`src/design/crh_pkg.sv`:
```
`timescale 1ns / 1ps
// Shared types, register indexes and reset values for the color/redshift histogram.
// Used by crh_lane, crh_zbin and color_redshift_histogram_top; depends on nothing.
package crh_pkg;

  localparam int MAX_COLOR_BINS_DEF    = 64;
  localparam int MAX_REDSHIFT_BINS_DEF = 64;
  localparam int NUM_COLORS_DEF        = 5;
  localparam int COUNT_WIDTH_DEF       = 32;

  localparam int NUM_BANDS = 6;

  typedef enum logic [2:0] {
    REG_COLOR_LOWER        = 3'd0,
    REG_COLOR_SCALE        = 3'd1,
    REG_REDSHIFT_LOWER     = 3'd2,
    REG_REDSHIFT_SCALE     = 3'd3,
    REG_COLOR_BINS_USED    = 3'd4,
    REG_REDSHIFT_BINS_USED = 3'd5,
    REG_Y_BAND_ENABLE      = 3'd6
  } reg_index_t;

  localparam logic signed [15:0] COLOR_LOWER_RST    = -16'sd512;
  localparam logic [15:0]        COLOR_SCALE_RST    = 16'd2509;
  localparam logic [15:0]        REDSHIFT_LOWER_RST = 16'd0;
  localparam logic [15:0]        REDSHIFT_SCALE_RST = 16'd3136;
  localparam logic [6:0]         COLOR_BINS_RST     = 7'd50;
  localparam logic [6:0]         REDSHIFT_BINS_RST  = 7'd50;
  localparam logic               Y_BAND_RST         = 1'b1;

  localparam logic OP_ACCUMULATE = 1'b0;
  localparam logic OP_READ       = 1'b1;

  typedef struct packed {
    logic signed [15:0] color_lower;
    logic [15:0]        color_scale;
    logic [15:0]        redshift_lower;
    logic [15:0]        redshift_scale;
    logic [6:0]         color_bins_used;
    logic [6:0]         redshift_bins_used;
    logic               y_band_enable;
  } cfg_t;

  typedef struct packed {
    logic ofs_en;
    logic mul_en;
    logic addr_en;
    logic rd_en;
    logic wr_en;
    logic accumulate;
    logic clr_en;
  } ctrl_t;

endpackage

```
`src/design/crh_zbin.sv`:
```
`timescale 1ns / 1ps
// Redshift binning unit: offset, reciprocal-width multiply and range check.
// Depends on crh_pkg for the configuration and control structs.
module crh_zbin #(
  parameter int MAX_REDSHIFT_BINS = crh_pkg::MAX_REDSHIFT_BINS_DEF,
  localparam int ZB_W = $clog2(MAX_REDSHIFT_BINS)
) (
  input  logic               clk,
  input  logic [15:0]        redshift,
  input  crh_pkg::cfg_t      cfg,
  input  crh_pkg::ctrl_t     ctrl,
  output logic               zok,
  output logic [ZB_W-1:0]    zbin
);

  logic signed [16:0] ofs;
  logic               neg;
  logic [31:0]        prod;
  logic [11:0]        bin;

  always_ff @(posedge clk) begin
    if (ctrl.ofs_en) begin
      ofs <= $signed({1'b0, redshift}) - $signed({1'b0, cfg.redshift_lower});
    end
    if (ctrl.mul_en) begin
      neg  <= ofs[16];
      prod <= ofs[15:0] * cfg.redshift_scale;
    end
  end

  assign bin  = prod[31:20];
  assign zok  = !neg && (bin < 12'(cfg.redshift_bins_used)) &&
                (bin < 12'(MAX_REDSHIFT_BINS));
  assign zbin = bin[ZB_W-1:0];

endmodule

```
`config.mk`:
```
export PLATFORM = sky130hd
export DESIGN_NAME = crh_zbin
export DESIGN_NICKNAME = d
export VERILOG_FILES = /design/src/design/crh_pkg.sv /design/src/design/crh_zbin.sv
export SDC_FILE = /design/constraint.sdc
export NUM_CORES = 1
export LEC_CHECK = 0
export BUFFER_PORTS_ARGS = -buffer_cell sky130_fd_sc_hd__buf_2
export CAP_MARGIN = 20
export CORE_ASPECT_RATIO = 2
export CORE_MARGIN = 2
export CORE_UTILIZATION = 55
export DETAILED_ROUTE_END_ITERATION = 12
export HOLD_SLACK_MARGIN = 0.1
export PLACE_DENSITY_LB_ADDON = 0.08
export SKIP_LAST_GASP = 1
export SYNTH_ARGS = -nofsm -noshare
export SYNTH_HDL_FRONTEND = slang
export SYNTH_SLANG_ARGS = --single-unit
```
`constraint.sdc`:
```
create_clock -name clk -period 17.5 [get_ports clk]
set_input_delay 0.875 -clock clk [delete_from_list [all_inputs] [get_ports clk]]
set_output_delay 0.875 -clock clk [all_outputs]
set_load 0.05 [all_outputs]
```
==> impl_metrics.ini, run 1 <==
[run_status]
status = finished, final reports clean

[sta]
rsz0062_at_grt = false
tightestPinTransition_ns = 0.8270
layout_min_cycle_time_ns = 6.789
tns_ns = 0
whs_ns = 0.6172
slew_viol_final = 0
period_share = 0.3879
fin_skew_ns = 0.007251
slew-limit-headroom = 0.4486
hold_viol = 0
fmax_mhz = 147.3
setup_viol_count_final = 0

[synthesis]
syn_avg_cell_area_um2 = 9.233
synth_seq_area_share = 0.09179
syn_area_um2 = 9814
synth_edf_count = 30
synthCells = 1063
synth_ff_type = edfxtp_1
yosysWarnings = 0
async_flop_share = 0
syn_nets = 1483
ys_ff_latch = 30
yosys.cell_types.count = 44

[layout]
fillers = 1603
layout-drive-gt1-share = 0.07293
area_growth_pct = 5.788
nNetsFinal = 1516
seq_area_um2 = 900.9
multiInputGateArea_um2 = 7787
diodes = 0

[worst_setup_path]
endpoint_kind = flop
cp.buffers_inverters = 4
r2r_cells = 19
arrival_ns = 6.82
crit_type = in -> reg
startpoint = cfg[16]
startpoint_type = primary input
slowest_delay_ns = 0.59
cp_common_cell = fa_1
crit_required_ns = 17.53
reg2reg_from = ofs[9]$_DFFE_PP_
regToRegEndpoint = prod[29]$_DFFE_PP_
r2r_setup_slack_ns = 10.72
path_delay_family = adder cells
critPathSlowestCell = fa_1
crit_chain = buf_2, nand2_1, fa_1, fa_1, fa_1, fa_1, inv_1, fa_1, inv_1, fa_1, inv_1, ha_1, a21oi_1, o211ai_1, a211o_1, nor4b_1, o31ai_2, o21ai_1, o31ai_1, xnor2_1
crit_fanout = 16

[drt]
drt-initial-drc-count = 266
wire_per_inst_um = 17.11
drtAntennaViolNets = 0
dr.max_layer_used = met4
wl_met3_um = 875
met2_length_um = 12330
drc = 0
wl_met1_um = 8259
num_vias = 7072
wl_um = 22420
first_pass_iters = 5
routed_via_density = 5.398

[grt]
antenna_found_initial = 0
grt.total_usage = 0.2552
grt_pass1_wl_um = 37850
grt_overflow = 0
first_global_vias = 7637
grt_max_degree = 18

[clock_tree]
holdBufCountCts = 0
worstSkewPairLatency_ns = 0.29
cts_tree = yes
cts.path.max_buffers = 2
numCtsBuffers = 5
htreeDepth = 2
clock-sinks = 30
cts_root_buf = clkbuf_16
clk_transition_reported_paths_ns = 0.06
post_cts_buffers = 0
ctsResizeCount = 0

[worst_hold_path]
hold_path_depth = 0
hold_path_end = neg$_DFFE_PP_
hp-start = ofs[16]$_DFFE_PP_
hold_path.class = reg -> reg

[die]
core.rowCount = 69
die_h_um = 192.9
die_x_um = 98.46
ios = 110
start_util = 0.5573
die_area_um2 = 18990
core_um2 = 17610

[placed_design]
dp.final_hpwl_um = 18000
gp_congestion = 0.8296
io_buffers = 64

[run]
drv_cap = 0
[state kept, by name (all words and copies together), names as in the netlist]
| name | flops |
|---|---|
| neg | 1 |
| ofs | 17 |
| prod | 12 |
[kinds of logic after synthesis]
family                   count (synthesis)  synth area share
AO/OA/AOI/OAI                           87           0.06068
XOR/XNOR                                28           0.02499
adder cells (fa/ha/maj)                317            0.5525
buffers and inverters                  294            0.1147
flip-flops                              30           0.09179
AND/OR/NAND/NOR                        307            0.1553
[cells in the mapped netlist, drive strengths merged, types with 5 or more instances]
cell / instances / area share
xor2: 8 / 0.0071
o21a: 7 / 0.0054
buf: 6 / 0.0046
o211ai: 5 / 0.0038
clkbuf: 32 / 0.012
nor2: 7 / 0.0027
edfxtp: 30 / 0.092
fa: 194 / 0.40
ha: 123 / 0.16
o21ai: 17 / 0.0087
a21oi: 25 / 0.013
xnor2: 20 / 0.018
a21o: 9 / 0.0069
and2: 115 / 0.073
nand2b: 8 / 0.0051
inv: 256 / 0.098
nand2: 151 / 0.058
[stage by stage]
| stage | area, µm² | std cells | utilization | setup slack, ns |
|---|---|---|---|---|
| after global placement | 10240 | 1302 | 0.5812 | 10.40 |
| final | 10380 | 1310 | 0.5895 | 10.71 |
| after CTS | 10380 | 1310 | 0.5895 | 10.67 |
| after detailed placement | 10240 | 1302 | 0.5812 | 10.38 |
| after floorplan | 9814 | 1063 | - | 10.95 |
| after global routing | 10380 | 1310 | 0.5895 | 10.39 |
[metal layers]
metal / track usage / vias to the layer above
li1: - / 3270
met5: 0 / -
met1: 0.3039 / 3576
met2: 0.4691 / 174
met4: 0.1106 / 0
met3: 0.01956 / 52
[area by class of cell]
cell class                 count  area share
tap                          213     0.02567
multi-input combinational    739      0.7501
timing repair buffer          64     0.03085
sequential                    30     0.08677
inverter                     256     0.09255
clock inverter                 3    0.002049
clock buffer                   5     0.01205
[layout by cell type, fill, tap and decap left out, types with 3 or more instances in the layout]
cell,count
a31oi_1,3
a21oi_1,25
clkbuf_16,5
and3_1,3
fa_1,194
nand2_1,151
nand2b_1,8
nor3_1,4
xnor2_1,20
nand3_1,3
and2_1,115
or2_2,3
nor2b_1,4
o21ai_0,12
o21a_1,7
o211ai_1,5
nor2_1,7
edfxtp_1,30
o21ai_1,5
nor4_1,3
a221o_1,3
buf_2,64
inv_1,256
o211a_1,3
a21o_1,9
xor2_1,8
ha_1,123
[worst register-to-register path, cell delays in order, from the launching register on]
cell and delay [ns]:
edfxtp_1 0.89, nand2_1 0.17, fa_1 0.53, fa_1 0.59
fa_1 0.46, fa_1 0.56, inv_1 0.06, fa_1 0.53
inv_1 0.06, fa_1 0.53, inv_1 0.04, ha_1 0.35
a21oi_1 0.19, o211ai_1 0.13, a211o_1 0.34, nor4b_1 0.18
o31ai_2 0.37, o21ai_1 0.20, o31ai_1 0.27, xnor2_1 0.09
[worst max-delay path by stage]
stage / depth (start not counted) / slack [ns] / endpoint
detailed placement: 20 / 10.38 / prod[29]$_DFFE_PP_
CTS: 20 / 10.67 / prod[29]$_DFFE_PP_
finish: 20 / 10.71 / prod[29]$_DFFE_PP_
global route: 22 / 10.39 / prod[31]$_DFFE_PP_
global placement: 20 / 10.40 / prod[29]$_DFFE_PP_
floorplan: 20 / 10.95 / prod[31]$_DFFE_PP_
Power of run 1 is left out: the tool's default activity adds up to more than one toggle a clock period on the data nets, which glitch-free logic cannot reach.
==> run 2, diff against run 1 <==
- clock period: 17.5 -> 6.8 ns (I/O delays scaled with it)
==> impl_metrics.ini, run 2 (synthesis results as in run 1) <==
[layout]
diodes = 0
fillers = 1604
final_cell_mix = 256 x inv_1, 194 x fa_1, 151 x nand2_1
layout-drive-gt1-share = 0.09680
largestRegisters = ofs x17, prod x12, neg x1
seq_area_um2 = 900.9
final_common_cell = inv_1
area_growth_pct = 8.631
design_area_um2 = 10660
multiInputGateArea_um2 = 7787
nNetsFinal = 1545
largest_register = ofs
largest_reg_flops = 17

[drt]
routed_via_density = 5.358
drc = 0
first_pass_iters = 4
drt-initial-drc-count = 298
num_vias = 7175
wire_per_inst_um = 16.48
wl_um = 22060
drtAntennaViolNets = 0

[sta]
fmax_mhz = 153.8
setup_viol_count_final = 0
fin_ws_ns = 0.2980
fin_skew_ns = 0.004785
period_share = 0.9562
slew-limit-headroom = 0.6302
tns_ns = 0
slew_viol_final = 0
tightestPinTransition_ns = 0.5547
layout_min_cycle_time_ns = 6.502
whs_ns = 0.4337
hold_viol = 0
rsz0062_at_grt = false

[worst_setup_path]
endpoint_kind = flop
crit_type = reg -> reg
crit_fanout = 11
arrival_ns = 6.53
startpoint_type = flop
r2r_cells = 21
crit_required_ns = 6.83

[die]
die_area_um2 = 18990
core.rowCount = 69
start_util = 0.5573
die_h_um = 192.9
core_um2 = 17610
die_x_um = 98.46
ios = 110

[worst_hold_path]
hold_path_depth = 3
hold_path.class = in -> reg

[grt]
grt_max_degree = 18
antenna_found_initial = 0
grt_overflow = 0
first_global_vias = 7703
grt.total_usage = 0.2497
grt_pass1_wl_um = 37180

[clock_tree]
ctsResizeCount = 0
cts_root_buf = clkbuf_16
cts_tree = yes
clock-sinks = 30
numCtsBuffers = 5
cts.path.max_buffers = 2
holdBufCountCts = 0
clk_transition_reported_paths_ns = 0.06
htreeDepth = 2
worstSkewPairLatency_ns = 0.29

[run]
drv_cap = 0

[placed_design]
gp_congestion = 0.8577
dpl_cell_area_um2 = 10400
dp.final_hpwl_um = 18640
io_buffers = 64
place_ws_ns = 0.2183

[run_status]
status = finished, final reports clean
==> run 2: changes by cell type in the layout (fill, tap and decap cells not counted) <==
cell / before / now
buf_12: 0 / 3
buf_4: 0 / 26
bufinv_16: 0 / 1
clkinv_2: 1 / 0
clkinv_4: 1 / 0
clkinvlp_4: 1 / 2
==> run 2: routing by layer <==
metal	global-route usage	part of all wire	vias up
met3	0.01956	0.036	50
met4	0.1012	0.035	0
met1	0.2895	0.37	3632
met2	0.4710	0.56	157
li1	-	-	3336
met5	0	0	-
==> run 2: area by class of cell <==
type	count	share of cell area
timing repair buffer	93	0.05398
clock inverter	3	0.004225
clock buffer	5	0.01174
inverter	256	0.09013
tap	213	0.02500
multi-input combinational	739	0.7304
sequential	30	0.08450
==> run 2: final timing paths <==
check / startpoint / slack [ns] / to
max: ofs[4]$_DFFE_PP_ / 0.30 / prod[29]$_DFFE_PP_
min: cfg[31] / 0.43 / ofs[0]$_DFFE_PP_
max reg2reg: ofs[4]$_DFFE_PP_ / 0.30 / prod[29]$_DFFE_PP_
min reg2reg: ofs[16]$_DFFE_PP_ / 0.61 / neg$_DFFE_PP_
==> run 2: through the flow <==
step | utilization | std cells
after floorplan | - | 1063
after global placement | 0.5906 | 1324
after detailed placement | 0.5906 | 1324
after CTS | 0.6002 | 1332
after global routing | 0.6054 | 1339
final | 0.6054 | 1339
==> run 2: worst max-delay path, cell delays in order (launching register included) <==
cell and delay (ns):
edfxtp_1 0.63, buf_4 0.27, and2_1 0.15, fa_1 0.50, inv_1 0.05, fa_1 0.43, fa_1 0.41, fa_1 0.54
inv_1 0.05, fa_1 0.48, inv_1 0.06, fa_1 0.53, inv_1 0.04, ha_1 0.35, a21oi_1 0.20, o211ai_1 0.14
a211o_1 0.33, nor4b_1 0.18, o31ai_2 0.32, o21ai_1 0.17, o31ai_1 0.29, xnor2_1 0.11
==> run 2: what timing repair did <==
action                                  CTS  global route
endpoints found under the setup margin    0             2
hold endpoints to repair                  0             0
buffers inserted                          0             7
Power of run 2 is left out for the same reason.
==> run 3, diff against run 2 <==
--- a/config.mk
+++ b/config.mk
@@ -16,2 +16,3 @@
 export SKIP_LAST_GASP = 1
+export SLEW_MARGIN = 10
 export SYNTH_ARGS = -nofsm -noshare
==> constraint.sdc (replaced) <==
create_clock -name clk -period 6.8 [get_ports clk]
set_input_delay 2.04 -clock clk [delete_from_list [all_inputs] [get_ports clk]]
set_output_delay 2.04 -clock clk [all_outputs]
set_load 0.05 [all_outputs]
==> impl_metrics.ini, run 3 (synthesis results as in run 1) <==
[run_status]
status = complete, but fails checks
violations = setup timing

[clock_tree]
cts_tree = yes
htreeDepth = 2
holdBufCountCts = 0
clock-sinks = 30
numCtsBuffers = 5
worstSkewPairLatency_ns = 0.28
cts.path.max_buffers = 2
cts_root_buf = clkbuf_16
clk_transition_reported_paths_ns = 0.05

[drt]
routed_via_density = 5.283
num_vias = 7344
drc = 0
drtAntennaViolNets = 0
wire_per_inst_um = 16.48
wl_um = 22910
drt-initial-drc-count = 248
first_pass_iters = 5

[placed_design]
dp.final_hpwl_um = 19370
gp_congestion = 0.8789
dpl_cell_area_um2 = 10910
io_buffers = 64

[sta]
fin_ws_ns = -0.6052
setup_viol_count_final = 12
fmax_mhz = 135.0
tns_ns = -4.069
period_share = 1.089
rsz0062_at_grt = true
hold_viol = 0
tightestPinTransition_ns = 0.8278
slew-limit-headroom = 0.4481
layout_min_cycle_time_ns = 7.405
slew_viol_final = 0
fin_skew_ns = 0.005509
whs_ns = 0.6514

[layout]
largest_reg_flops = 17
layout-drive-gt1-share = 0.1937
largest_register = ofs
final_common_cell = inv_1
largestRegisters = ofs x17, prod x12, neg x1
area_growth_pct = 16.36
nNetsFinal = 1596
final_cell_mix = 240 x inv_1, 183 x fa_1, 149 x nand2_1
diodes = 0
final_core_util = 0.6484
fillers = 1513
design_area_um2 = 11420

[grt]
antenna_found_initial = 0
grt_overflow = 0
first_global_vias = 8144
grt_max_degree = 18
grt_pass1_wl_um = 39140
grt.total_usage = 0.2622

[worst_setup_path]
crit_type = in -> reg
startpoint_type = primary input
endpoint_kind = flop
crit_fanout = 6
crit_required_ns = 6.82
r2r_setup_slack_ns = 0.44
arrival_ns = 7.43

[die]
core.rowCount = 69
die_x_um = 98.46
die_h_um = 192.9
core_um2 = 17610
die_area_um2 = 18990
start_util = 0.5573
ios = 110

[run]
drv_cap = 0

[worst_hold_path]
hold_path.class = reg -> reg
-- run 3: changes by cell type in the layout (fill, tap and decap cells not counted), sizes merged --
cell      change
clkinvlp      -2
bufinv        -1
clkinv        +2
buf          +51
clkbuf        +1
-- run 3: final timing paths --
check | start | depth (start not counted) | end
worst max-delay path | cfg[19] | 22 | prod[31]$_DFFE_PP_
worst max register to register | ofs[10]$_DFFE_PP_ | 19 | prod[31]$_DFFE_PP_
worst min register to register | ofs[16]$_DFFE_PP_ | 0 | neg$_DFFE_PP_
worst min-delay path | ofs[16]$_DFFE_PP_ | 0 | neg$_DFFE_PP_
-- run 3: cell type report --
cell class | instances | area, µm² | area share
clock buffer | 6 | 128.9 | 0.01129
clock inverter | 2 | 8.758 | 0.0007670
inverter | 256 | 960.9 | 0.08415
multi-input combinational | 739 | 8087 | 0.7081
sequential | 30 | 900.9 | 0.07889
tap | 213 | 266.5 | 0.02334
timing repair buffer | 144 | 1067 | 0.09346
-- run 3: repair_timing --
item                                   in CTS  in global routing
cloned                                      1                  0
endpoints found under the hold margin       0                  0
resized for setup                          83                 11
setup buffers                              13                  1
setup endpoints to repair                  12                 12
pin swaps                                  73                 26
-- run 3: worst max-delay path, cell delays in order --
cell      delay, ns
buf_12         0.11
buf_8          0.13
and2_4         0.14
fa_1           0.56
inv_2          0.04
fa_1           0.47
inv_1          0.05
fa_1           0.50
fa_2           0.45
fa_1           0.49
inv_1          0.05
fa_1           0.50
inv_2          0.05
ha_4           0.17
a211oi_4       0.22
o211ai_1       0.13
a221o_1        0.37
a221oi_2       0.31
o21bai_2       0.10
a221oi_2       0.31
o21bai_1       0.12
xnor2_1        0.14
-- run 3: per-layer routing --
layer  vias to the layer above  part of all wire  global-route usage
li1                       3428                 -                   -
met3                        55             0.038             0.03042
met4                         0             0.036              0.1059
met1                      3723              0.36              0.2987
met2                       138              0.57              0.4935
met5                         -                 0                   0
-- run 3: metrics by stage --
| stage | cells | setup WS (ns) |
|---|---|---|
| after floorplan | 1063 | -0.5708 |
| after global placement | 1375 | -1.045 |
| after global routing | 1390 | -0.7696 |
| final | 1390 | -0.6052 |
| after detailed placement | 1375 | -1.099 |
| after CTS | 1391 | -0.6613 |
Power of run 3 is left out for the same reason.
